<file path="src/hdl/dark_box_grid_splitter_macros.svh">
// assertion macros shared by the grid splitter rtl
`ifndef DARK_BOX_GRID_SPLITTER_MACROS_SVH
`define DARK_BOX_GRID_SPLITTER_MACROS_SVH
`ifndef SYNTHESIS
`define DBGS_IMPLIES(lbl, clk, rst_n, ante, cons, msg) \
    lbl: assert property (@(posedge clk) disable iff (!rst_n) (ante) |-> (cons)) \
        else $error(msg);
`define DBGS_NEXT(lbl, clk, rst_n, ante, cons, msg) \
    lbl: assert property (@(posedge clk) disable iff (!rst_n) (ante) |=> (cons)) \
        else $error(msg);
`else
`define DBGS_IMPLIES(lbl, clk, rst_n, ante, cons, msg)
`define DBGS_NEXT(lbl, clk, rst_n, ante, cons, msg)
`endif
`endif

</file>
<file path="src/hdl/dbgs_pkg.sv">
`default_nettype none
package dbgs_pkg;

    localparam int MAX_SIDE   = 4096;
    localparam int MAX_CELLS  = 31;
    localparam int FIELD_W    = 13;
    localparam int SIDE_W     = $clog2(MAX_SIDE);
    localparam int CELL_W     = 5;
    localparam int CH_W       = 8;
    localparam int SUM_W      = 10;
    localparam int THR_W      = 10;
    localparam int STATUS_W   = 2;
    localparam int KIND_W     = 2;
    localparam int NUM_W      = $clog2(2 * MAX_CELLS * MAX_SIDE + MAX_CELLS + 1);
    localparam int DEN_W      = CELL_W + 1;
    localparam int CFG_IDX_W  = 3;
    localparam int CFG_DATA_W = 13;

    localparam logic [FIELD_W-1:0] RST_IMAGE_SIDE = FIELD_W'(4096);
    localparam logic [CELL_W-1:0]  RST_GRID_CELLS = CELL_W'(12);
    localparam logic [THR_W-1:0]   RST_THRESHOLD  = THR_W'(3 * 240);

    localparam logic [CFG_IDX_W-1:0] REG_IMAGE_WIDTH  = 3'd0;
    localparam logic [CFG_IDX_W-1:0] REG_IMAGE_HEIGHT = 3'd1;
    localparam logic [CFG_IDX_W-1:0] REG_GRID_COLS    = 3'd2;
    localparam logic [CFG_IDX_W-1:0] REG_GRID_ROWS    = 3'd3;
    localparam logic [CFG_IDX_W-1:0] REG_DARK_THRESH  = 3'd4;

    localparam logic [STATUS_W-1:0] ST_FOUND = 2'd0;
    localparam logic [STATUS_W-1:0] ST_WHOLE = 2'd1;
    localparam logic [STATUS_W-1:0] ST_DEGEN = 2'd2;

    localparam logic [KIND_W-1:0] KIND_BOX = 2'd0;
    localparam logic [KIND_W-1:0] KIND_COL = 2'd1;
    localparam logic [KIND_W-1:0] KIND_ROW = 2'd2;

    typedef struct packed {
        logic              frame_end;
        logic              dark_seen;
        logic [SIDE_W-1:0] min_col;
        logic [SIDE_W-1:0] max_col;
        logic [SIDE_W-1:0] min_row;
        logic [SIDE_W-1:0] max_row;
    } t_track;

    function automatic logic [FIELD_W-1:0] eff_side(input logic [FIELD_W-1:0] v);
        logic [FIELD_W-1:0] r;
        if (v == '0) begin
            r = FIELD_W'(1);
        end else if (v > FIELD_W'(MAX_SIDE)) begin
            r = FIELD_W'(MAX_SIDE);
        end else begin
            r = v;
        end
        return r;
    endfunction

    function automatic logic [CELL_W-1:0] eff_cells(input logic [CELL_W-1:0] v);
        logic [CELL_W-1:0] r;
        if (v == '0) begin
            r = CELL_W'(1);
        end else if (v > CELL_W'(MAX_CELLS)) begin
            r = CELL_W'(MAX_CELLS);
        end else begin
            r = v;
        end
        return r;
    endfunction

endpackage
`default_nettype wire

</file>
<file path="src/hdl/dbgs_pix_if.sv">
`default_nettype none
interface dbgs_pix_if;
    import dbgs_pkg::*;

    logic            valid;
    logic            ready;
    logic [CH_W-1:0] red;
    logic [CH_W-1:0] green;
    logic [CH_W-1:0] blue;

    modport source (output valid, red, green, blue, input ready);
    modport sink (input valid, red, green, blue, output ready);
endinterface
`default_nettype wire

</file>
<file path="src/hdl/dbgs_res_if.sv">
`default_nettype none
interface dbgs_res_if;
    import dbgs_pkg::*;

    logic                valid;
    logic                ready;
    logic [STATUS_W-1:0] status;
    logic [KIND_W-1:0]   line_kind;
    logic [CELL_W-1:0]   line_index;
    logic [FIELD_W-1:0]  position;
    logic [FIELD_W-1:0]  box_left;
    logic [FIELD_W-1:0]  box_top;
    logic [FIELD_W-1:0]  box_right;
    logic [FIELD_W-1:0]  box_bottom;
    logic                last_result;

    modport source (output valid, status, line_kind, line_index, position, box_left,
                    box_top, box_right, box_bottom, last_result, input ready);
    modport sink (input valid, status, line_kind, line_index, position, box_left,
                  box_top, box_right, box_bottom, last_result, output ready);
endinterface
`default_nettype wire

</file>
<file path="src/hdl/dbgs_tracker.sv">
`default_nettype none
module dbgs_tracker (
    input  wire logic                         i_clk,
    input  wire logic                         i_rst_n,
    input  wire logic                         i_accept,
    input  wire logic [dbgs_pkg::CH_W-1:0]    i_red,
    input  wire logic [dbgs_pkg::CH_W-1:0]    i_green,
    input  wire logic [dbgs_pkg::CH_W-1:0]    i_blue,
    input  wire logic [dbgs_pkg::FIELD_W-1:0] i_width,
    input  wire logic [dbgs_pkg::FIELD_W-1:0] i_height,
    input  wire logic [dbgs_pkg::THR_W-1:0]   i_threshold,
    input  wire logic                         i_clear,
    output dbgs_pkg::t_track                  o_track
);
    import dbgs_pkg::*;

    logic [SIDE_W-1:0]  r_col;
    logic [SIDE_W-1:0]  r_row;
    logic [SIDE_W-1:0]  r_min_col;
    logic [SIDE_W-1:0]  r_max_col;
    logic [SIDE_W-1:0]  r_min_row;
    logic [SIDE_W-1:0]  r_max_row;
    logic               r_dark_seen;
    logic [SUM_W-1:0]   sum;
    logic               dark;
    logic [FIELD_W-1:0] col_inc;
    logic [FIELD_W-1:0] row_inc;
    logic               row_end;
    logic               frame_end;

    assign sum       = SUM_W'(i_red) + SUM_W'(i_green) + SUM_W'(i_blue);
    assign dark      = sum < i_threshold;
    assign col_inc   = FIELD_W'(r_col) + FIELD_W'(1);
    assign row_inc   = FIELD_W'(r_row) + FIELD_W'(1);
    // a column at or past the current width also ends the line; a row at or past the height ends the frame
    assign row_end   = col_inc >= i_width;
    assign frame_end = row_end && (row_inc >= i_height);

    always_ff @(posedge i_clk) begin
        if (!i_rst_n) begin
            r_col       <= '0;
            r_row       <= '0;
            r_dark_seen <= 1'b0;
        end else if (i_clear) begin
            r_dark_seen <= 1'b0;
        end else if (i_accept) begin
            if (dark) begin
                r_dark_seen <= 1'b1;
            end
            if (row_end) begin
                r_col <= '0;
                if (frame_end) begin
                    r_row <= '0;
                end else begin
                    r_row <= row_inc[SIDE_W-1:0];
                end
            end else begin
                r_col <= col_inc[SIDE_W-1:0];
            end
        end
    end

    always_ff @(posedge i_clk) begin
        if (i_accept && dark) begin
            if (!r_dark_seen || r_col < r_min_col) begin
                r_min_col <= r_col;
            end
            if (!r_dark_seen || r_col > r_max_col) begin
                r_max_col <= r_col;
            end
            if (!r_dark_seen || r_row < r_min_row) begin
                r_min_row <= r_row;
            end
            if (!r_dark_seen || r_row > r_max_row) begin
                r_max_row <= r_row;
            end
        end
    end

    assign o_track.frame_end = frame_end;
    assign o_track.dark_seen = r_dark_seen;
    assign o_track.min_col   = r_min_col;
    assign o_track.max_col   = r_max_col;
    assign o_track.min_row   = r_min_row;
    assign o_track.max_row   = r_max_row;
endmodule
`default_nettype wire

</file>
<file path="src/hdl/dbgs_div.sv">
`default_nettype none
`include "dark_box_grid_splitter_macros.svh"
module dbgs_div (
    input  wire logic                       i_clk,
    input  wire logic                       i_rst_n,
    input  wire logic                       i_start,
    input  wire logic [dbgs_pkg::NUM_W-1:0] i_dividend,
    input  wire logic [dbgs_pkg::DEN_W-1:0] i_divisor,
    output logic                            o_done,
    output logic [dbgs_pkg::NUM_W-1:0]      o_quotient
);
    import dbgs_pkg::*;

    localparam int CNT_W = $clog2(NUM_W);

    logic             r_busy;
    logic             r_done;
    logic [CNT_W-1:0] r_cnt;
    logic [DEN_W-1:0] r_rem;
    logic [DEN_W-1:0] r_div;
    logic [NUM_W-1:0] r_quo;
    logic [DEN_W:0]   trial;
    logic [DEN_W:0]   diff;
    logic             fits;
    logic [DEN_W-1:0] n_rem;

    // restoring division, one quotient bit per cycle, msb first
    assign trial = {r_rem, r_quo[NUM_W-1]};
    assign diff  = trial - {1'b0, r_div};
    assign fits  = trial >= {1'b0, r_div};
    assign n_rem = fits ? diff[DEN_W-1:0] : trial[DEN_W-1:0];

    always_ff @(posedge i_clk) begin
        if (!i_rst_n) begin
            r_busy <= 1'b0;
            r_done <= 1'b0;
            r_cnt  <= '0;
        end else begin
            r_done <= 1'b0;
            if (i_start) begin
                r_busy <= 1'b1;
                r_cnt  <= CNT_W'(NUM_W - 1);
            end else if (r_busy) begin
                if (r_cnt == '0) begin
                    r_busy <= 1'b0;
                    r_done <= 1'b1;
                end else begin
                    r_cnt <= r_cnt - CNT_W'(1);
                end
            end
        end
    end

    always_ff @(posedge i_clk) begin
        if (i_start) begin
            r_quo <= i_dividend;
            r_div <= i_divisor;
            r_rem <= '0;
        end else if (r_busy) begin
            r_quo <= {r_quo[NUM_W-2:0], fits};
            r_rem <= n_rem;
        end
    end

    assign o_done     = r_done;
    assign o_quotient = r_quo;

    `DBGS_NEXT(a_div_start_busy, i_clk, i_rst_n, i_start, r_busy, "divider did not start")
    `DBGS_IMPLIES(a_div_no_restart, i_clk, i_rst_n, r_busy, !i_start, "divider restarted while busy")
    `DBGS_NEXT(a_div_last_step, i_clk, i_rst_n, r_busy && (r_cnt == '0), r_done && !r_busy, "divider missed its done")
    `DBGS_IMPLIES(a_div_done_idle, i_clk, i_rst_n, r_done, !r_busy, "divider done while busy")
endmodule
`default_nettype wire

</file>
<file path="src/hdl/dbgs_seq.sv">
`default_nettype none
`include "dark_box_grid_splitter_macros.svh"
module dbgs_seq (
    input  wire logic                         i_clk,
    input  wire logic                         i_rst_n,
    dbgs_pix_if.sink                          i_pix,
    dbgs_res_if.source                        o_res,
    input  wire dbgs_pkg::t_track             i_track,
    input  wire logic [dbgs_pkg::FIELD_W-1:0] i_width,
    input  wire logic [dbgs_pkg::FIELD_W-1:0] i_height,
    input  wire logic [dbgs_pkg::CELL_W-1:0]  i_grid_cols,
    input  wire logic [dbgs_pkg::CELL_W-1:0]  i_grid_rows,
    output logic                              o_accept,
    output logic                              o_clear,
    output logic                              o_div_start,
    output logic [dbgs_pkg::NUM_W-1:0]        o_dividend,
    output logic [dbgs_pkg::DEN_W-1:0]        o_divisor,
    input  wire logic                         i_div_done,
    input  wire logic [dbgs_pkg::NUM_W-1:0]   i_quotient
);
    import dbgs_pkg::*;

    localparam logic [2:0] S_PIX   = 3'd0;
    localparam logic [2:0] S_BOX   = 3'd1;
    localparam logic [2:0] S_START = 3'd2;
    localparam logic [2:0] S_DIV   = 3'd3;
    localparam logic [2:0] S_WAIT  = 3'd4;
    localparam logic [2:0] S_EMIT  = 3'd5;

    logic [2:0]          r_state;
    logic                r_axis;
    logic [CELL_W-1:0]   r_idx;
    logic [CELL_W-1:0]   r_cells;
    logic [NUM_W-1:0]    r_num;
    logic                r_ovalid;
    logic [STATUS_W-1:0] r_status;
    logic [KIND_W-1:0]   r_kind;
    logic [CELL_W-1:0]   r_lidx;
    logic [FIELD_W-1:0]  r_pos;
    logic [FIELD_W-1:0]  r_left;
    logic [FIELD_W-1:0]  r_top;
    logic [FIELD_W-1:0]  r_right;
    logic [FIELD_W-1:0]  r_bottom;
    logic                r_last;

    logic                out_free;
    logic                accept;
    logic                load_box;
    logic                load_bnd;
    logic                axis_done;
    logic [FIELD_W-1:0]  min_col_inc;
    logic [FIELD_W-1:0]  min_row_inc;
    logic [FIELD_W-1:0]  b_left;
    logic [FIELD_W-1:0]  b_top;
    logic [FIELD_W-1:0]  b_right;
    logic [FIELD_W-1:0]  b_bottom;
    logic                degen;
    logic [FIELD_W-1:0]  span;
    logic [NUM_W-1:0]    span2;
    logic [FIELD_W-1:0]  axis_start;
    logic [CELL_W-1:0]   axis_cells;

    assign out_free = !r_ovalid || o_res.ready;
    assign accept   = i_pix.valid && (r_state == S_PIX);
    assign load_box = (r_state == S_BOX) && out_free;
    assign load_bnd = (r_state == S_EMIT) && out_free;
    assign axis_done = r_idx == r_cells;

    // content box, inset by one at left and top where the frame allows; whole frame when nothing was dark
    always_comb begin
        min_col_inc = FIELD_W'(i_track.min_col) + FIELD_W'(1);
        min_row_inc = FIELD_W'(i_track.min_row) + FIELD_W'(1);
        if (!i_track.dark_seen) begin
            b_left   = '0;
            b_top    = '0;
            b_right  = i_width;
            b_bottom = i_height;
        end else begin
            b_left   = (min_col_inc < i_width) ? min_col_inc : FIELD_W'(i_track.min_col);
            b_top    = (min_row_inc < i_height) ? min_row_inc : FIELD_W'(i_track.min_row);
            b_right  = (i_track.max_col != '0) ? FIELD_W'(i_track.max_col) : FIELD_W'(1);
            b_bottom = (i_track.max_row != '0) ? FIELD_W'(i_track.max_row) : FIELD_W'(1);
        end
        degen = (b_right <= b_left) || (b_bottom <= b_top);
    end

    // numerator runs as 2*i*span + cells, divided by 2*cells for half-up rounding
    assign span       = r_axis ? (r_bottom - r_top) : (r_right - r_left);
    assign span2      = NUM_W'({span, 1'b0});
    assign axis_start = r_axis ? r_top : r_left;
    assign axis_cells = r_axis ? i_grid_rows : i_grid_cols;

    always_ff @(posedge i_clk) begin
        if (!i_rst_n) begin
            r_state  <= S_PIX;
            r_axis   <= 1'b0;
            r_ovalid <= 1'b0;
        end else begin
            if (load_box || load_bnd) begin
                r_ovalid <= 1'b1;
            end else if (o_res.ready) begin
                r_ovalid <= 1'b0;
            end
            case (r_state)
                S_PIX: begin
                    if (accept && i_track.frame_end) begin
                        r_state <= S_BOX;
                    end
                end
                S_BOX: begin
                    if (out_free) begin
                        r_axis  <= 1'b0;
                        r_state <= degen ? S_PIX : S_START;
                    end
                end
                S_START: begin
                    r_state <= S_DIV;
                end
                S_DIV: begin
                    r_state <= S_WAIT;
                end
                S_WAIT: begin
                    if (i_div_done) begin
                        r_state <= S_EMIT;
                    end
                end
                S_EMIT: begin
                    if (out_free) begin
                        if (!axis_done) begin
                            r_state <= S_DIV;
                        end else if (!r_axis) begin
                            r_axis  <= 1'b1;
                            r_state <= S_START;
                        end else begin
                            r_state <= S_PIX;
                        end
                    end
                end
                default: begin
                    r_state <= S_PIX;
                end
            endcase
        end
    end

    always_ff @(posedge i_clk) begin
        if (r_state == S_START) begin
            r_cells <= axis_cells;
            r_idx   <= CELL_W'(1);
            r_num   <= NUM_W'(axis_cells) + span2;
        end else if (load_bnd && !axis_done) begin
            r_idx <= r_idx + CELL_W'(1);
            r_num <= r_num + span2;
        end
    end

    always_ff @(posedge i_clk) begin
        if (load_box) begin
            if (degen) begin
                r_status <= ST_DEGEN;
            end else begin
                r_status <= i_track.dark_seen ? ST_FOUND : ST_WHOLE;
            end
            r_kind   <= KIND_BOX;
            r_lidx   <= '0;
            r_pos    <= '0;
            r_last   <= degen;
            r_left   <= b_left;
            r_top    <= b_top;
            r_right  <= b_right;
            r_bottom <= b_bottom;
        end else if (load_bnd) begin
            r_kind <= r_axis ? KIND_ROW : KIND_COL;
            r_lidx <= r_idx;
            r_pos  <= axis_start + i_quotient[FIELD_W-1:0];
            r_last <= r_axis && axis_done;
        end
    end

    assign i_pix.ready       = (r_state == S_PIX);
    assign o_accept          = accept;
    assign o_clear           = load_box;
    assign o_div_start       = (r_state == S_DIV);
    assign o_dividend        = r_num;
    assign o_divisor         = {r_cells, 1'b0};

    assign o_res.valid       = r_ovalid;
    assign o_res.status      = r_status;
    assign o_res.line_kind   = r_kind;
    assign o_res.line_index  = r_lidx;
    assign o_res.position    = r_pos;
    assign o_res.box_left    = r_left;
    assign o_res.box_top     = r_top;
    assign o_res.box_right   = r_right;
    assign o_res.box_bottom  = r_bottom;
    assign o_res.last_result = r_last;

    `DBGS_NEXT(a_seq_wait_emit, i_clk, i_rst_n, (r_state == S_WAIT) && i_div_done, r_state == S_EMIT, "quotient not taken")
    `DBGS_IMPLIES(a_seq_idx_range, i_clk, i_rst_n, (r_state == S_DIV) || (r_state == S_WAIT) || (r_state == S_EMIT), (r_idx != '0) && (r_idx <= r_cells), "boundary index out of range")
    `DBGS_IMPLIES(a_seq_col_in_box, i_clk, i_rst_n, r_ovalid && (r_kind == KIND_COL), (r_pos >= r_left) && (r_pos <= r_right), "column boundary outside box")
    `DBGS_IMPLIES(a_seq_last_kind, i_clk, i_rst_n, r_ovalid && r_last, (r_kind == KIND_ROW) || (r_status == ST_DEGEN), "frame closed on wrong result")
endmodule
`default_nettype wire

</file>
<file path="src/hdl/dark_box_grid_splitter.sv">
`default_nettype none
// Dark-pixel content box with an even grid split. Pixels enter in raster order, one transaction
// per clock while the frame is running; a pixel is dark when red+green+blue is below the
// threshold. On the last pixel of a frame the block stops taking pixels and emits the box
// result (inset by one at left and top, whole frame when nothing was dark), then column
// boundaries 1..grid_cols and row boundaries 1..grid_rows, last_result on the final one.
// Each boundary goes through one shared 18-bit restoring divider at one quotient bit per
// cycle; a frame end holds pixel input until the last result of the frame is taken into the
// output register, and any output stall lengthens the hold. A degenerate box gives only the
// box result, with last_result set. Registers may change mid-frame and act at once, but
// leave them alone while frame-end results are still going out.
module dark_box_grid_splitter (
    input  wire logic                            i_clk,
    input  wire logic                            i_rst_n,
    input  wire logic                            i_cfg_we,
    input  wire logic [dbgs_pkg::CFG_IDX_W-1:0]  i_cfg_idx,
    input  wire logic [dbgs_pkg::CFG_DATA_W-1:0] i_cfg_data,
    dbgs_pix_if.sink                             i_pix,
    dbgs_res_if.source                           o_res
);
    import dbgs_pkg::*;

    logic [FIELD_W-1:0] r_image_width;
    logic [FIELD_W-1:0] r_image_height;
    logic [CELL_W-1:0]  r_grid_cols;
    logic [CELL_W-1:0]  r_grid_rows;
    logic [THR_W-1:0]   r_dark_threshold;

    logic [FIELD_W-1:0] eff_width;
    logic [FIELD_W-1:0] eff_height;
    logic [CELL_W-1:0]  eff_cols;
    logic [CELL_W-1:0]  eff_rows;
    t_track             track;
    logic               accept;
    logic               clear;
    logic               div_start;
    logic               div_done;
    logic [NUM_W-1:0]   dividend;
    logic [DEN_W-1:0]   divisor;
    logic [NUM_W-1:0]   quotient;

    always_ff @(posedge i_clk) begin
        if (!i_rst_n) begin
            r_image_width    <= RST_IMAGE_SIDE;
            r_image_height   <= RST_IMAGE_SIDE;
            r_grid_cols      <= RST_GRID_CELLS;
            r_grid_rows      <= RST_GRID_CELLS;
            r_dark_threshold <= RST_THRESHOLD;
        end else if (i_cfg_we) begin
            case (i_cfg_idx)
                REG_IMAGE_WIDTH:  r_image_width    <= i_cfg_data[FIELD_W-1:0];
                REG_IMAGE_HEIGHT: r_image_height   <= i_cfg_data[FIELD_W-1:0];
                REG_GRID_COLS:    r_grid_cols      <= i_cfg_data[CELL_W-1:0];
                REG_GRID_ROWS:    r_grid_rows      <= i_cfg_data[CELL_W-1:0];
                REG_DARK_THRESH:  r_dark_threshold <= i_cfg_data[THR_W-1:0];
                default: ;
            endcase
        end
    end

    // zero acts as one, oversize clamps to the limit
    assign eff_width  = eff_side(r_image_width);
    assign eff_height = eff_side(r_image_height);
    assign eff_cols   = eff_cells(r_grid_cols);
    assign eff_rows   = eff_cells(r_grid_rows);

    dbgs_tracker u_tracker (
        .i_clk       (i_clk),
        .i_rst_n     (i_rst_n),
        .i_accept    (accept),
        .i_red       (i_pix.red),
        .i_green     (i_pix.green),
        .i_blue      (i_pix.blue),
        .i_width     (eff_width),
        .i_height    (eff_height),
        .i_threshold (r_dark_threshold),
        .i_clear     (clear),
        .o_track     (track)
    );

    dbgs_div u_div (
        .i_clk      (i_clk),
        .i_rst_n    (i_rst_n),
        .i_start    (div_start),
        .i_dividend (dividend),
        .i_divisor  (divisor),
        .o_done     (div_done),
        .o_quotient (quotient)
    );

    dbgs_seq u_seq (
        .i_clk       (i_clk),
        .i_rst_n     (i_rst_n),
        .i_pix       (i_pix),
        .o_res       (o_res),
        .i_track     (track),
        .i_width     (eff_width),
        .i_height    (eff_height),
        .i_grid_cols (eff_cols),
        .i_grid_rows (eff_rows),
        .o_accept    (accept),
        .o_clear     (clear),
        .o_div_start (div_start),
        .o_dividend  (dividend),
        .o_divisor   (divisor),
        .i_div_done  (div_done),
        .i_quotient  (quotient)
    );
endmodule
`default_nettype wire
</file>
<file path="src/flat_wrapper.sv">
// flat-port wrapper written by rule: the top's interface ports become plain ports
module dark_box_grid_splitter_flat import dbgs_pkg::*;
  (i_clk, i_rst_n, i_cfg_we, i_cfg_idx, i_cfg_data, i_pix_valid, i_pix_red, i_pix_green, i_pix_blue, i_pix_ready, o_res_valid, o_res_status, o_res_line_kind, o_res_line_index, o_res_position, o_res_box_left, o_res_box_top, o_res_box_right, o_res_box_bottom, o_res_last_result, o_res_ready);
  dbgs_pix_if i_pix_i ();
  dbgs_res_if o_res_i ();
  input  wire logic i_clk;
  input  wire logic i_rst_n;
  input  wire logic i_cfg_we;
  input  wire logic [dbgs_pkg::CFG_IDX_W-1:0] i_cfg_idx;
  input  wire logic [dbgs_pkg::CFG_DATA_W-1:0] i_cfg_data;
  input wire logic [$bits(i_pix_i.valid)-1:0] i_pix_valid;
  input wire logic [$bits(i_pix_i.red)-1:0] i_pix_red;
  input wire logic [$bits(i_pix_i.green)-1:0] i_pix_green;
  input wire logic [$bits(i_pix_i.blue)-1:0] i_pix_blue;
  output wire logic [$bits(i_pix_i.ready)-1:0] i_pix_ready;
  output wire logic [$bits(o_res_i.valid)-1:0] o_res_valid;
  output wire logic [$bits(o_res_i.status)-1:0] o_res_status;
  output wire logic [$bits(o_res_i.line_kind)-1:0] o_res_line_kind;
  output wire logic [$bits(o_res_i.line_index)-1:0] o_res_line_index;
  output wire logic [$bits(o_res_i.position)-1:0] o_res_position;
  output wire logic [$bits(o_res_i.box_left)-1:0] o_res_box_left;
  output wire logic [$bits(o_res_i.box_top)-1:0] o_res_box_top;
  output wire logic [$bits(o_res_i.box_right)-1:0] o_res_box_right;
  output wire logic [$bits(o_res_i.box_bottom)-1:0] o_res_box_bottom;
  output wire logic [$bits(o_res_i.last_result)-1:0] o_res_last_result;
  input wire logic [$bits(o_res_i.ready)-1:0] o_res_ready;
  assign i_pix_i.valid = i_pix_valid;
  assign i_pix_i.red = i_pix_red;
  assign i_pix_i.green = i_pix_green;
  assign i_pix_i.blue = i_pix_blue;
  assign i_pix_ready = i_pix_i.ready;
  assign o_res_valid = o_res_i.valid;
  assign o_res_status = o_res_i.status;
  assign o_res_line_kind = o_res_i.line_kind;
  assign o_res_line_index = o_res_i.line_index;
  assign o_res_position = o_res_i.position;
  assign o_res_box_left = o_res_i.box_left;
  assign o_res_box_top = o_res_i.box_top;
  assign o_res_box_right = o_res_i.box_right;
  assign o_res_box_bottom = o_res_i.box_bottom;
  assign o_res_last_result = o_res_i.last_result;
  assign o_res_i.ready = o_res_ready;
  dark_box_grid_splitter u_core (.i_clk(i_clk), .i_rst_n(i_rst_n), .i_cfg_we(i_cfg_we), .i_cfg_idx(i_cfg_idx), .i_cfg_data(i_cfg_data), .i_pix(i_pix_i), .o_res(o_res_i));
endmodule
</file>
<file path="config.mk">
export PLATFORM = sky130hd
export DESIGN_NAME = dark_box_grid_splitter_flat
export DESIGN_NICKNAME = d
export VERILOG_FILES = /design/src/hdl/dbgs_pkg.sv /design/src/hdl/dbgs_pix_if.sv /design/src/hdl/dbgs_res_if.sv /design/src/hdl/dbgs_tracker.sv /design/src/hdl/dbgs_div.sv /design/src/hdl/dbgs_seq.sv /design/src/hdl/dark_box_grid_splitter.sv /design/src/flat_wrapper.sv
export VERILOG_INCLUDE_DIRS = /design/src /design/src/hdl
export SDC_FILE = /design/constraint.sdc
export NUM_CORES = 1
export LEC_CHECK = 0
export BUFFER_PORTS_ARGS = -buffer_cell sky130_fd_sc_hd__buf_2
export CORE_MARGIN = 2
export CORE_UTILIZATION = 65
export CTS_CLUSTER_SIZE = 16
export DETAILED_ROUTE_END_ITERATION = 16
export PLACE_DENSITY = 0.93
export SETUP_SLACK_MARGIN = 0.4
export SLEW_MARGIN = 0
export SYNTH_ARGS = -nofsm -noshare
export SYNTH_HDL_FRONTEND = slang
export SYNTH_SLANG_ARGS = --single-unit
</file>
<file path="constraint.sdc">
create_clock -name i_clk -period 9.74 [get_ports i_clk]
set_input_delay 0 -clock i_clk [delete_from_list [all_inputs] [get_ports i_clk]]
set_output_delay 0 -clock i_clk [all_outputs]
set_load 0.05 [all_outputs]
</file>
### Yosys cells after proc, flatten, opt, wreduce, memory -nomap -nowiden

Cells that the tools add are included.

* eq/ne operators: 16
* reduce and logical (&&, ||, !) cells: 51
* order comparisons: 16
* $add $sub $neg: 14
* multiplexer cells: 51
* bitwise operators: 4

Operator list (number)
* $mux 13: 12
* $mux 18: 4
* $add 12x1->13 const B: 4
* $mux 12: 4
* $mux 5: 8
* $ge 13x13->1: 2
* $gt 13x13->1 const B: 2
* $le 13x13->1: 2
* $logic_not 13->1: 2
* $lt 13x13->1: 2
* $reduce_and 2->1: 13
* $sub 13x13->13: 2
* $gt 12x12->1: 2
* $lt 12x12->1: 2
* $reduce_bool 12->1: 2
* $add 18x14->18: 1
* $pmux 3 s6: 1
* $add 5x14->15: 1
* $logic_not 5->1: 3
* $add 13x13->13: 1
* $eq 3x2->1 const B: 4
* $mux 1: 12
* $mux 3: 4
* $add 10x8->10: 1
* 25 further kinds: 61

* bits of input ports: 45
* register bits: 263
* logic and storage cells: 186
* output and inout port bits: 77

### Logic depth before layout (Yosys ltp)

Gate-level depths: netlist of the first run.

* depth in word-level cells: 11
* depth in mapped cells: 24
* gate-level depth less buffers: 23

### Modules after synthesis

A second synthesis of the first run with hierarchy kept.

* cell total of the unflattened synthesis: 2011
* area, all modules: 18580.3 um2

By module, submodules not included
* dbgs_seq: times used 1, cells each 1043, area each 9339.0 um2
* dbgs_tracker: times used 1, cells each 573, area each 5440.2 um2
* dark_box_grid_splitter: times used 1, cells each 245, area each 1980.6 um2
* dbgs_div: times used 1, cells each 150, area each 1820.5 um2

### Worst setup path before layout of the first run

OpenSTA, ideal clock, no wires.

* kind: register -> register
* start: reg u_core.u_tracker.r_min_row[0]
* end: reg u_core.u_seq.r_state[1]
* setup time: 86 ps
* arrival: 5427 ps
* clock period less this slack: 5512 ps
* data required time: 9654 ps
* path buffers: 1
* setup slack: 4228 ps
* cell stages (with the launch flop): 24
* cells stage by stage: edfxtp_1 -> ha_1 -> and3_1 -> and3_1 -> and3_1 -> and3_1 -> xnor2_1 -> ha_1 -> a21o_1 -> a21o_1 -> a21o_1 -> nor4b_2 -> or2_2 -> clkbuf_1 -> nor2b_1 -> mux2_2 -> ha_1 -> nand4_1 -> or2_2 -> o221ai_1 -> o311ai_0 -> a21o_1 -> a211o_1 -> a211oi_1

* cells in the longest elaborated chain, start to end: 9

RTL lines
* start, declared: RTL line dbgs_tracker.sv:21 `logic [SIDE_W-1:0] r_min_row;`
* start signal, assigned: RTL line dbgs_tracker.sv:72 `r_min_row <= r_row;`
* $add 12x1->13: RTL line dbgs_seq.sv:72 `min_row_inc = FIELD_W'(i_track.min_row) + FIELD_W'(1);`
* $lt 13x13->1: RTL line dbgs_seq.sv:80 `b_top = (min_row_inc < i_height) ? min_row_inc : FIELD_W'(i_track.min_row);`
* $mux 13 (*): RTL line dbgs_seq.sv:80
* $mux 13 (*): RTL line dbgs_seq.sv:73 `if (!i_track.dark_seen) begin`
* $le 13x13->1 (*): RTL line dbgs_seq.sv:84 `degen = (b_right <= b_left) || (b_bottom <= b_top);`
* $logic_or 1x1->1 (*): RTL line dbgs_seq.sv:84
* net u_core.u_seq.degen: RTL line dbgs_seq.sv:57 `logic degen;`
* $mux 2 (*): RTL line dbgs_seq.sv:113 `r_state <= degen ? S_PIX : S_START;`
* $mux 3 (*): RTL line dbgs_seq.sv:111 `if (out_free) begin`
* $pmux 3 s6 (*): RTL line dbgs_seq.sv:104 `case (r_state)`
* end signal, assigned: RTL line dbgs_seq.sv:113
* end, declared: RTL line dbgs_seq.sv:30 `logic [2:0] r_state;`

Mark *: on every way through the listed nets, which the timed path passes. The rest lies on a longest branch. The select of a mux whose other input is x is not followed.
A chain may end at the register's enable or synchronous reset.

### Worst setup path in the final report of the first run

Same ends and word-level chain as after synthesis.

==> metrics.log, run 1 <==
INFO  metric slew_headroom = 0.175
INFO  metric synth_area_leader_cell = sky130_fd_sc_hd__edfxtp_1
INFO  metric worst_setup_path_end_kind = flip-flop
INFO  metric period_share = 0.617
INFO  metric die_width = roughly 170 um
INFO  metric clock_insertion_delay_worst_skew = between 0.5 and 0.6 ns
INFO  metric cts.sink_count = approximately 260
INFO  metric core_area = about 0.028 mm2
INFO  metric post-dp-hpwl = around 37 mm
INFO  metric hold_start = i_cfg_we
INFO  metric holdCritPathClass = input port to flip-flop
INFO  metric die_area = between 0.02 and 0.03 mm2
INFO  metric timing.clock.skew = between 0.02 and 0.03 ns
INFO  metric worst_setup_path_start_kind = flip-flop
INFO  metric final-max-slew-violation-count = 0
INFO  metric syn_area_per_cell = 9.18 um2
INFO  metric total_leakage_power = a little under 9 nW
INFO  metric ant_nets = 0
INFO  metric setup-tns-final = 0 ns
INFO  metric max-vdd-ir-drop = about 150 uV
INFO  metric power_density = 154 mW/mm2
INFO  metric routabilityCongestion = 0.959
INFO  metric cpLargestDelayFamily = simple AND/OR/NAND/NOR gates
INFO  metric cts_tree = yes
INFO  metric hold_buffers = 21
INFO  metric die_y = ~170 um
INFO  metric cp-startpoint = u_core.u_tracker.r_min_row[0]
INFO  metric ioPinCount = approximately 120
INFO  metric worst-r2r-setup-slack = 3.73 ns
INFO  metric fin_crit = 6.01 ns
INFO  metric yosys_most_used_dff = sky130_fd_sc_hd__edfxtp_1
INFO  metric antenna-diode-count = 0
INFO  metric crit_path_top_delay_cell = sky130_fd_sc_hd__nor4b_2
INFO  metric synth.yosys.seq_area_share = 0.374
INFO  metric mappedNetlistNets = 2,235
INFO  metric initial_antenna_violation_count = 1
INFO  metric final-setup-viol-count = 0
INFO  metric postSynth.asyncResetShare = 0
INFO  metric grt_start_max_net_pins = between 80 and 90
INFO  metric detail_route.wirelength = between 40 and 50 mm
INFO  metric path_class = flip-flop to flip-flop
INFO  metric synth_cell_types = 83
INFO  metric synth_area = approximately 0.018 mm2
INFO  metric critPathArrivalTime = ~6.5 ns
INFO  metric io_buffer_count = 121
INFO  metric drc = 0
INFO  metric timing.critical_path.cells = ha_1 > and3_1 > and3_1 > and3_1 > and3_1 > xnor2_1 > ha_1 > a21o_1 > a21o_1 > a21o_1 > nor4b_2 > or2_2 > nor2b_1 > mux2_2 > ha_1 > nand4_1 > or2_2 > o221ai_1 > o311ai_0 > a21o_1 > a211o_1 > a211oi_1
INFO  metric clock_transition_at_path_regs = 0.06 ns
INFO  metric whs = about 0.029 ns
INFO  metric synth-seq-cells = roughly 260
INFO  metric ctsRootBufferMaster = sky130_fd_sc_hd__clkbuf_16
INFO  metric timing.critical_path.required = between 10 and 15 ns
INFO  metric num_rows = between 60 and 70
INFO  metric final-hold-violation-count = 0
INFO  metric synth_top_area_share = 0.248
INFO  metric gr-total-overflow = 0
INFO  metric groute.usage.overall = 0.337
INFO  metric status = complete, no violations
INFO  metric cts_inserted_buffers = 29
INFO  metric route.detailed.wl_per_inst = around 20 um
INFO  metric post_cts_resized = 0
INFO  metric synthToLayoutAreaGrowth = 11.3%
INFO  metric via_count_of_the_first_global_routing_pass = 15,100
INFO  metric tightest_slew = between 1 and 1.5 ns
INFO  metric first_pass_grt_wire_length = around 80 mm
INFO  metric initial_core_util = 0.656
INFO  metric rsz0062_at_grt = no
INFO  metric layout-drive-gt1-share = 0.104
INFO  metric synth_enable_flop_cells = about 150
INFO  metric via_per_inst = between 6 and 7
INFO  metric regToRegStartpoint = u_core.u_tracker.r_min_row[0]
INFO  metric synthesis.yosys.warnings = 0
INFO  metric detail_route.first_pass.iterations = 5
INFO  metric finalNetCount = 2,356
INFO  metric maxCapViolCount = 0
INFO  metric cts_htree_levels = 1
INFO  metric critical-path-max-stage-delay = 0.61 ns
INFO  metric cts_setup_buffers = 0
INFO  metric via_count = between 15,000 and 20,000
INFO  metric synth.area.top_cells = sky130_fd_sc_hd__edfxtp_1, sky130_fd_sc_hd__ha_1, sky130_fd_sc_hd__dfxtp_1
INFO  metric cts_buffer_depth = 3
INFO  metric synthesis.instances = around 2,000
INFO  metric first_iter_violations = approximately 1,500
INFO  metric timing.critical_path.fanout_max = 10
INFO  metric achievable-frequency = ~170 MHz
INFO  metric timing.critical_path.buf_inv = 0
-- placed cells by master (no fill, tap or decap), types with 46 or more instances in the layout --
cell type                  instances
sky130_fd_sc_hd__a21boi_0         61
sky130_fd_sc_hd__a21o_1           58
sky130_fd_sc_hd__a21oi_1          93
sky130_fd_sc_hd__buf_2           121
sky130_fd_sc_hd__dfxtp_1         112
sky130_fd_sc_hd__edfxtp_1        149
sky130_fd_sc_hd__ha_1            212
sky130_fd_sc_hd__inv_1           147
sky130_fd_sc_hd__nand2_1         269
sky130_fd_sc_hd__nor2_1          106
sky130_fd_sc_hd__o21ai_0         120
sky130_fd_sc_hd__xnor2_1          69
sky130_fd_sc_hd__xor2_1           46
-- cells in the mapped netlist, types with 7 or more instances --
cell,count
sky130_fd_sc_hd__or3b_2,9
sky130_fd_sc_hd__nor2_1,107
sky130_fd_sc_hd__o21bai_1,7
sky130_fd_sc_hd__o211ai_1,13
sky130_fd_sc_hd__and3_1,38
sky130_fd_sc_hd__nor4_1,14
sky130_fd_sc_hd__nand4_1,17
sky130_fd_sc_hd__nand2_1,269
sky130_fd_sc_hd__clkbuf_1,54
sky130_fd_sc_hd__and2_1,9
sky130_fd_sc_hd__nand3b_1,12
sky130_fd_sc_hd__nor2b_1,27
sky130_fd_sc_hd__fa_1,8
sky130_fd_sc_hd__a21o_1,58
sky130_fd_sc_hd__edfxtp_1,149
sky130_fd_sc_hd__ha_1,212
sky130_fd_sc_hd__or3_1,8
sky130_fd_sc_hd__dfxtp_1,114
sky130_fd_sc_hd__a31oi_1,12
sky130_fd_sc_hd__o31ai_1,14
sky130_fd_sc_hd__mux2i_1,30
sky130_fd_sc_hd__nand3_1,32
sky130_fd_sc_hd__a211o_1,7
sky130_fd_sc_hd__a211oi_1,15
sky130_fd_sc_hd__or2_2,9
sky130_fd_sc_hd__a21boi_0,61
sky130_fd_sc_hd__inv_1,147
sky130_fd_sc_hd__a21oi_1,93
sky130_fd_sc_hd__nor3_1,31
sky130_fd_sc_hd__xor2_1,46
sky130_fd_sc_hd__mux2_2,13
sky130_fd_sc_hd__xnor2_1,69
sky130_fd_sc_hd__o21a_1,19
sky130_fd_sc_hd__nand2b_1,38
sky130_fd_sc_hd__o21ai_0,120
-- stage by stage --
step / utilization / std cells / cell area, um2 / setup slack, ns / power (mW)
floorplan: - / 1970 / 18100 / 4.23 / 1.84
global placement: 0.689 / 2417 / 19000 / 3.95 / 1.99
detailed placement: 0.689 / 2417 / 19000 / 3.80 / 2.03
CTS: 0.730 / 2492 / 20100 / 3.77 / 3.09
global route: 0.730 / 2492 / 20100 / 3.37 / 3.23
finish: 0.730 / 2492 / 20100 / 3.73 / 3.10
-- final timing paths --
| kind | to | depth (start not counted) |
|---|---|---|
| setup / recovery | u_core.u_seq.r_state[1] | 22 |
| hold / removal | u_core.r_dark_threshold[3] | 4 |
| setup reg to reg | u_core.u_seq.r_state[1] | 22 |
| hold reg to reg | u_core.u_seq.o_res.position[4] | 2 |
-- flip-flops by register name, indices dropped and copies added, names as in the netlist, 5 cells and up --
signal,count
u_core.u_tracker.r_row,12
u_core.r_image_width,13
u_core.u_tracker.r_col,12
u_core.u_seq.o_res.position,13
u_core.u_div.r_div,5
u_core.u_div.o_quotient,18
u_core.u_seq.r_idx,5
u_core.u_seq.o_res.line_index,5
u_core.r_dark_threshold,10
u_core.u_tracker.r_max_col,12
u_core.u_tracker.r_min_col,12
u_core.u_tracker.r_max_row,12
u_core.u_div.r_rem,6
u_core.u_tracker.r_min_row,12
u_core.r_grid_rows,5
u_core.r_image_height,13
u_core.u_seq.o_res.box_left,13
u_core.u_div.r_cnt,5
u_core.r_grid_cols,5
u_core.u_seq.o_res.box_right,13
u_core.u_seq.o_dividend,18
u_core.u_seq.r_cells,5
u_core.u_seq.o_res.box_bottom,13
u_core.u_seq.o_res.box_top,13
-- cell type report --
cell class	instances	area, um2
repair buffers	149	868
clock inverters	17	128
fillers	1913	7430
multi-input cells	1499	10500
flip-flops and latches	263	6760
inverters	149	559
well taps	378	473
clock buffers	37	796
-- worst min-delay path, delay by kind of cell --
family,cells,cell delay (ns)
AOI/OAI and AO/OA,1,0.07
buffers and inverters,1,0.10
and+or+nand+nor,2,0.38
-- power breakdown --
part	switching (mW)	total [mW]	internal, mW
combinational	0.446	0.712	0.266
sequential	0.0615	1.32	1.26
clock	0.463	1.07	0.605
-- kinds of logic (layout without fill, tap and decap cells) --
family	count (synthesis)	in the layout	share of synthesized area
AND/OR/NAND/NOR	640	640	0.170
multiplexers	43	43	0.0247
buffers and inverters	208	352	0.0437
flip-flops	263	263	0.374
adder cells (fa/ha/maj)	220	220	0.156
AO/OA/AOI/OAI	481	481	0.176
XOR/XNOR	115	115	0.0557
-- metal layers --
layer  vias up  routed length [um]  global-route usage
met3       181                3410              0.0405
met1      7439               19500               0.424
met4         2                2830               0.172
li1       7300                   -                   -
met2       704               23500               0.574
met5         -                  14                   0
(Power assumes the default switching activity.)
==> run 2, diff against run 1 <==
--- a/config.mk
+++ b/config.mk
@@ -6,12 +6,13 @@
 export SDC_FILE = /design/constraint.sdc
 export NUM_CORES = 1
 export LEC_CHECK = 0
+export ABC_AREA = 1
 export BUFFER_PORTS_ARGS = -buffer_cell sky130_fd_sc_hd__buf_2
 export CORE_MARGIN = 2
-export CORE_UTILIZATION = 65
+export CORE_UTILIZATION = 62
 export CTS_CLUSTER_SIZE = 16
 export DETAILED_ROUTE_END_ITERATION = 16
-export PLACE_DENSITY = 0.93
+export PLACE_DENSITY = 0.89
 export SETUP_SLACK_MARGIN = 0.4
 export SLEW_MARGIN = 0
 export SYNTH_ARGS = -nofsm -noshare
==> constraint.sdc (replaced) <==
create_clock -name i_clk -period 6.15 [get_ports i_clk]
set_input_delay 0 -clock i_clk [delete_from_list [all_inputs] [get_ports i_clk]]
set_output_delay 0 -clock i_clk [all_outputs]
set_load 0.05 [all_outputs]
==> run 2 against run 1 <==
Sequential power rose by 57%. Wire length rose by 3.2%. Non-clock buffer count fell by 6. Via count increased by 9.6%.
==> metrics.log, run 2 <==
INFO  metric ioPinCount = 122
INFO  metric critical-path-max-stage-delay = between 0.4 and 0.5 ns
INFO  metric synth.area.top_cells = sky130_fd_sc_hd__edfxtp_1, sky130_fd_sc_hd__ha_1, sky130_fd_sc_hd__dfxtp_1
INFO  metric groute.usage.overall = 0.322
INFO  metric detail_route.first_pass.iterations = 5
INFO  metric slew_headroom = 0.121
INFO  metric die_area = around 0.031 mm2
INFO  metric hold_start = i_cfg_we
INFO  metric cp-startpoint = u_core.u_tracker.r_min_row[0]
INFO  metric via_count = about 17,000
INFO  metric finalNetCount = 2,783
INFO  metric detail_route.wirelength = 50.9 mm
INFO  metric post_cts_resized = 0
INFO  metric num_rows = between 60 and 70
INFO  metric synth-seq-cells = between 200 and 300
INFO  metric layout.core_utilization = 0.693
INFO  metric mappedNetlistNets = between 2,000 and 3,000
INFO  metric antenna-diode-count = 0
INFO  metric routabilityCongestion = a little under 1
INFO  metric status = complete, no violations
INFO  metric first_iter_violations = between 1,500 and 2,000
INFO  metric post-place-ws = around 1.4 ns
INFO  metric via_per_inst = between 5 and 6
INFO  metric cts.sink_count = about 260
INFO  metric path_class = flip-flop to flip-flop
INFO  metric synth_cell_types = 63
INFO  metric synth_area_leader_cell = sky130_fd_sc_hd__edfxtp_1
INFO  metric achievable-frequency = between 200 and 250 MHz
INFO  metric synth_top_area_share = 0.243
INFO  metric initial_antenna_violation_count = 0
INFO  metric cts_buffer_depth = 3
INFO  metric cts_htree_levels = 1
INFO  metric grt_start_max_net_pins = 58
INFO  metric syn_area_per_cell = 7.68 um2
INFO  metric timing.clock.skew = between 0.02 and 0.025 ns
INFO  metric core_area = a little under 0.03 mm2
INFO  metric rsz0062_at_grt = no
INFO  metric stdcell_area = 0.0204 mm2
INFO  metric worst_setup_path_end_kind = flip-flop
INFO  metric ctsRootBufferMaster = sky130_fd_sc_hd__clkbuf_16
INFO  metric yosys_most_used_dff = sky130_fd_sc_hd__edfxtp_1
INFO  metric timing.critical_path.required = approximately 6.6 ns
INFO  metric timing.critical_path.fanout_max = 21
INFO  metric cts_tree = yes
INFO  metric final-hold-violation-count = 0
INFO  metric final-max-slew-violation-count = 0
INFO  metric cts_inserted_buffers = 27
INFO  metric fin_crit = 4.67 ns
INFO  metric drc = 0
INFO  metric synth_area = around 0.018 mm2
INFO  metric synth.yosys.seq_area_share = 0.368
INFO  metric initial_core_util = 0.625
INFO  metric layout-drive-gt1-share = 0.0922
INFO  metric die_y = ~180 um
INFO  metric synthesis.instances = between 2,000 and 2,500
INFO  metric period_share = 0.760
INFO  metric post-dp-hpwl = 39.4 mm
INFO  metric route.detailed.wl_per_inst = 17.4 um
INFO  metric seqCellArea = around 0.0068 mm2
INFO  metric power_density = 244 mW/mm2
INFO  metric io_buffer_count = about 120
INFO  metric postPlaceCellArea = 0.0193 mm2
INFO  metric multi_input_comb_area = around 0.010 mm2
INFO  metric max-vdd-ir-drop = just under 200 uV
INFO  metric path_common_cell = sky130_fd_sc_hd__nor2_1
INFO  metric critPathArrivalTime = 5.07 ns
INFO  metric yosysMostFrequentCell = sky130_fd_sc_hd__nand2_1
INFO  metric gr-total-overflow = 0
INFO  metric clock_transition_at_path_regs = 0.07 ns
INFO  metric synthesis.yosys.warnings = 0
INFO  metric die_width = ~180 um
INFO  metric via_count_of_the_first_global_routing_pass = between 15,000 and 20,000
INFO  metric regToRegStartpoint = u_core.u_tracker.r_min_row[0]
INFO  metric maxCapViolCount = 0
INFO  metric ant_nets = 0
INFO  metric post_synth_most_frequent_cells = sky130_fd_sc_hd__nand2_1, sky130_fd_sc_hd__inv_1, sky130_fd_sc_hd__nor2_1
INFO  metric worst_setup_path_start_kind = flip-flop
INFO  metric layout_common_cells = sky130_fd_sc_hd__nand2_1, sky130_fd_sc_hd__inv_1, sky130_fd_sc_hd__nor2_1
INFO  metric crit_path_top_delay_cell = sky130_fd_sc_hd__edfxtp_1
INFO  metric final_common_cell = sky130_fd_sc_hd__nand2_1
INFO  metric filler_cell_count = ~2,300
INFO  metric tightest_slew = ~1.3 ns
INFO  metric clock_insertion_delay_worst_skew = 0.55 ns
INFO  metric total_leakage_power = roughly 9.6 nW
INFO  metric setup-tns-final = 0 ns
INFO  metric final-setup-viol-count = 0
INFO  metric synth_enable_flop_cells = between 100 and 150
INFO  metric postSynth.asyncResetShare = 0
INFO  metric first_pass_grt_wire_length = 80.2 mm
INFO  metric setup_slack = between 1 and 1.5 ns
INFO  metric holdCritPathClass = input port to flip-flop
INFO  metric worst-r2r-setup-slack = between 1 and 1.5 ns
INFO  metric synthToLayoutAreaGrowth = 10.8%
## run 2: changes by cell type in the layout (fill, tap and decap cells not counted), sizes merged, moves of 61 or more
cell,before,now
a21boi,61,0
a21oi,94,172
inv,150,333
nand2,269,565
nand3,32,129
nor2,109,253
## run 2: logic make-up (layout without fill, tap and decap cells)
| kind of cell | count (synthesis) | in the layout | synth area share |
|---|---|---|---|
| flip-flops | 263 | 263 | 0.368 |
| AND/OR/NAND/NOR | 1041 | 1041 | 0.243 |
| AO/OA/AOI/OAI | 421 | 421 | 0.125 |
| buffers and inverters | 382 | 526 | 0.0796 |
| multiplexers | 1 | 1 | 0.000545 |
| adder cells (fa/ha/maj) | 220 | 220 | 0.153 |
| XOR/XNOR | 66 | 66 | 0.0314 |
## run 2: power breakdown
group | total [mW] | internal [mW] | switching (mW)
Sequential | 2.07 | 1.98 | 0.0916
Clock | 1.64 | 0.939 | 0.704
Combinational | 1.24 | 0.405 | 0.838
## run 2: worst paths after layout
path / depth (start not counted) / endpoint
worst min register to register: 2 / u_core.r_dark_threshold[5]
worst max-delay path: 29 / u_core.u_seq.r_state[1]
worst max register to register: 29 / u_core.u_seq.r_state[1]
worst min-delay path: 6 / u_core.r_grid_cols[2]
## run 2: routing by layer
| metal | vias to the layer above | global-route usage | share of wire |
|---|---|---|---|
| met4 | 0 | 0.180 | 0.062 |
| met1 | 7872 | 0.384 | 0.38 |
| met2 | 802 | 0.561 | 0.48 |
| met5 | - | 0 | 0 |
| met3 | 202 | 0.0431 | 0.073 |
| li1 | 8255 | - | - |
## run 2: cell type report
| class | count | share of cell area |
|---|---|---|
| well taps | 390 | 0.0240 |
| repair buffers | 143 | 0.0399 |
| flip-flops and latches | 263 | 0.332 |
| clock inverters | 11 | 0.00448 |
| multi-input cells | 1749 | 0.500 |
| inverters | 334 | 0.0615 |
| clock buffers | 38 | 0.0388 |
## run 2: worst max-delay path: cells and delay by family (launching register included)
kind / cells / cell delay, ns
compound gates: 4 / 0.55
xor+xnor: 1 / 0.13
fa+ha+maj: 3 / 0.80
buf+inv: 3 / 0.36
flops: 1 / 0.44
simple gates: 18 / 2.23
## run 2: timing repair
action | CTS | global route
hold buffers | 17 | 0
setup endpoints to repair | 0 | 0
buffers inserted | 0 | 0
endpoints found under the hold margin | 48 | 0
## run 2: per-stage QoR
step / power, mW / hold WS (ns) / cells
CTS: 4.94 / 0.00189 / 2928
floorplan: 2.99 / 0.126 / 2394
finish: 4.96 / 0.0326 / 2928
global route: 5.18 / 0.0718 / 2928
detailed placement: 3.30 / 0.258 / 2862
global placement: 3.25 / 0.262 / 2862
==> run 3, diff against run 2 <==
--- a/config.mk
+++ b/config.mk
@@ -9,10 +9,10 @@
 export ABC_AREA = 1
 export BUFFER_PORTS_ARGS = -buffer_cell sky130_fd_sc_hd__buf_2
 export CORE_MARGIN = 2
-export CORE_UTILIZATION = 62
+export CORE_UTILIZATION = 56
 export CTS_CLUSTER_SIZE = 16
 export DETAILED_ROUTE_END_ITERATION = 16
-export PLACE_DENSITY = 0.89
+export PLACE_DENSITY = 0.86
 export SETUP_SLACK_MARGIN = 0.4
 export SLEW_MARGIN = 0
 export SYNTH_ARGS = -nofsm -noshare
==> constraint.sdc (replaced) <==
create_clock -name i_clk -period 3.9 [get_ports i_clk]
set_input_delay 0 -clock i_clk [delete_from_list [all_inputs] [get_ports i_clk]]
set_output_delay 0 -clock i_clk [all_outputs]
set_load 0.05 [all_outputs]
==> run 3 against run 2 <==
The run now ends with negative setup slack left. Register-to-register slack got worse by 1.7 ns. Combinational power increased by 100%. Total power increased by 74%. Hold slack improved by 0.027 ns. Fmax increased by 13%. Sequential cell count unchanged. Clock power increased by 75%. Final cell count increased by 6.5%. Clock skew decreased by 0.010 ns. Final area increased by 10%. Count of clock-buffer cells in the layout increased by 5. Sequential share of layout area decreased by 3.1 points. Critical path type unchanged. Critical endpoint is now u_core.u_seq.o_res.last_result.
==> metrics.log, run 3 (synthesized netlist as in run 2, its figures left out) <==
INFO  metric seqCellArea = between 0.006 and 0.007 mm2
INFO  metric holdCritPathClass = input port to flip-flop
INFO  metric cp.depth = 29
INFO  metric die_width = approximately 190 um
INFO  metric fin_crit = 4.13 ns
INFO  metric die_area = 0.0343 mm2
INFO  metric max-vdd-ir-drop = 348 uV
INFO  metric critical-path-max-stage-delay = ~0.40 ns
INFO  metric total_leakage_power = roughly 10 nW
INFO  metric hold_start = i_cfg_we
INFO  metric final-setup-viol-count = 4
INFO  metric cts_buffer_depth = 3
INFO  metric worst_setup_path_start_kind = flip-flop
INFO  metric post-dp-hpwl = 41.8 mm
INFO  metric reg2reg_to = u_core.u_seq.o_res.last_result
INFO  metric finalNetCount = between 2,000 and 3,000
INFO  metric timing.critical_path.buf_inv = 11
INFO  metric totalPowerFinal = approximately 8.6 mW
INFO  metric grt_start_max_net_pins = 57
INFO  metric initial_antenna_violation_count = 1
INFO  metric final_non_filler_cell_total = about 3,100
INFO  metric gr-total-overflow = 0
INFO  metric detail_route.first_pass.iterations = 6
INFO  metric worst_setup_path_end_kind = flip-flop
INFO  metric path_class = flip-flop to flip-flop
INFO  metric final-max-slew-violation-count = 0
INFO  metric placed_cells_incl_taps = about 3,000
INFO  metric cpLargestDelayFamily = simple AND/OR/NAND/NOR gates
INFO  metric antenna-diode-count = 0
INFO  metric drc = 0
INFO  metric detail_route.wirelength = 57.0 mm
INFO  metric via_count = about 18,000
INFO  metric timing.critical_path.required = approximately 4.2 ns
INFO  metric groute.usage.overall = 0.315
INFO  metric ctsRootBufferMaster = sky130_fd_sc_hd__clkbuf_16
INFO  metric core_area = between 0.03 and 0.04 mm2
INFO  metric status = finished with violations
INFO  metric filler_cell_count = roughly 2,400
INFO  metric cts.sink_count = about 260
INFO  metric grt-busiest-layer = met2
INFO  metric slew_headroom = 0.294
INFO  metric violations = negative setup slack
INFO  metric maxCapViolCount = 0
INFO  metric cts_inserted_buffers = 30
INFO  metric ioPinCount = between 100 and 150
INFO  metric hold_path_end = u_core.r_dark_threshold[5]
INFO  metric reg2reg_depth = 29
INFO  metric synthToLayoutAreaGrowth = 22.3%
INFO  metric cts_tree = yes
INFO  metric via_per_inst = between 5 and 6
INFO  metric initial_core_util = 0.566
INFO  metric final_common_cell = sky130_fd_sc_hd__nand2_1
INFO  metric regToRegStartpoint = u_core.u_tracker.r_min_row[1]
INFO  metric worst-r2r-setup-slack = -0.23 ns
INFO  metric io_buffer_count = ~120
INFO  metric crit_path_top_delay_cell = sky130_fd_sc_hd__edfxtp_1
INFO  metric first_pass_grt_wire_length = 85.5 mm
INFO  metric use_met3 = 0.0389
INFO  metric via_count_of_the_first_global_routing_pass = 17,000
INFO  metric grt_met1_use = 0.373
INFO  metric final-hold-violation-count = 0
INFO  metric cts_htree_levels = 1
INFO  metric path_common_cell = sky130_fd_sc_hd__buf_4
INFO  metric route.detailed.wl_per_inst = roughly 18 um
INFO  metric clock_insertion_delay_worst_skew = 0.57 ns
INFO  metric multi_input_comb_area = ~0.011 mm2
INFO  metric clock_transition_at_path_regs = ~0.07 ns
INFO  metric routabilityCongestion = 0.964
INFO  metric first_iter_violations = 1,803
INFO  metric period_share = 1.06
INFO  metric timing.critical_path.fanout_max = 3
INFO  metric whs = 0.0593 ns
INFO  metric ant_nets = 0
INFO  metric layout-drive-gt1-share = 0.195
INFO  metric achievable-frequency = 242 MHz
INFO  metric post-place-ws = -0.251 ns
INFO  metric global_route.usage.met2 = 0.545
INFO  metric rsz0062_at_grt = yes
INFO  metric num_rows = 66
INFO  metric critPathArrivalTime = 4.43 ns
INFO  metric tightest_slew = ~1.0 ns
INFO  metric layout_common_cells = sky130_fd_sc_hd__nand2_1, sky130_fd_sc_hd__inv_1, sky130_fd_sc_hd__nor2_1
INFO  metric worstHoldPathCells = 3
INFO  metric timing.clock.skew = 0.0105 ns
INFO  metric die_y = around 190 um
INFO  metric power_density = approximately 380 mW/mm2
INFO  metric setup_slack = -0.231 ns
run 3: worst max path at each step:
| stage | start | endpoint |
|---|---|---|
| final | u_core.u_tracker.r_min_row[1] | u_core.u_seq.o_res.last_result |
| after CTS | u_core.u_tracker.r_min_row[1] | u_core.u_seq.o_res.last_result |
| after global routing | u_core.u_tracker.r_min_row[1] | u_core.u_seq.o_res.status[0] |
| after floorplan | i_pix_green[0] | u_core.u_tracker.r_max_col[0] |
| after global placement | u_core.r_image_width[4] | u_core.u_seq.o_res.last_result |
| after detailed placement | u_core.r_image_width[4] | u_core.u_seq.o_res.status[0] |
run 3: routing by layer:
layer  up-vias  routed length, um  share of wire
li1       8506                  -              -
met1      8409              21600           0.38
met2       940              27300           0.48
met3       246               4000          0.070
met4         0               4040          0.071
met5         -                  0              0
run 3: timing repair:
action                     in CTS  in global routing
gates resized for setup        44                159
setup endpoints to repair       9                 89
setup buffers                  18                 27
pin swaps                      26                 63
hold buffers                   26                  0
hold endpoints to repair       50                  0
gates cloned                    1                  3
run 3: where the power goes:
part | switching (mW) | total (mW) | internal (mW) | leakage (nW)
logic | 1.59 | 2.48 | 0.895 | 7.60
registers | 0.134 | 3.26 | 3.13 | 2.33
clock network | 1.21 | 2.87 | 1.65 | 0.505
total | 2.93 | 8.61 | 5.67 | 10.4
run 3: worst min-delay path: stages:
cell                      delay (ns)
sky130_fd_sc_hd__buf_2          0.11
sky130_fd_sc_hd__nand3_1        0.35
sky130_fd_sc_hd__a21oi_1        0.12
run 3: final cells by class:
cell class | instances | share of cell area
clock buffer | 43 | 0.0409
clock inverter | 13 | 0.00401
inverter | 334 | 0.0560
multi-input combinational | 1751 | 0.491
sequential | 263 | 0.301
tap | 442 | 0.0246
timing repair buffer | 271 | 0.0824
run 3: metrics by stage:
stage / TNS [ns] / area [um2] / utilization
after floorplan: 0 / 18400 / -
after global placement: -0.237 / 20000 / 0.615
after detailed placement: -2.10 / 20000 / 0.615
after CTS: -0.156 / 21600 / 0.666
after global routing: -1.53 / 22500 / 0.693
final: -0.785 / 22500 / 0.693
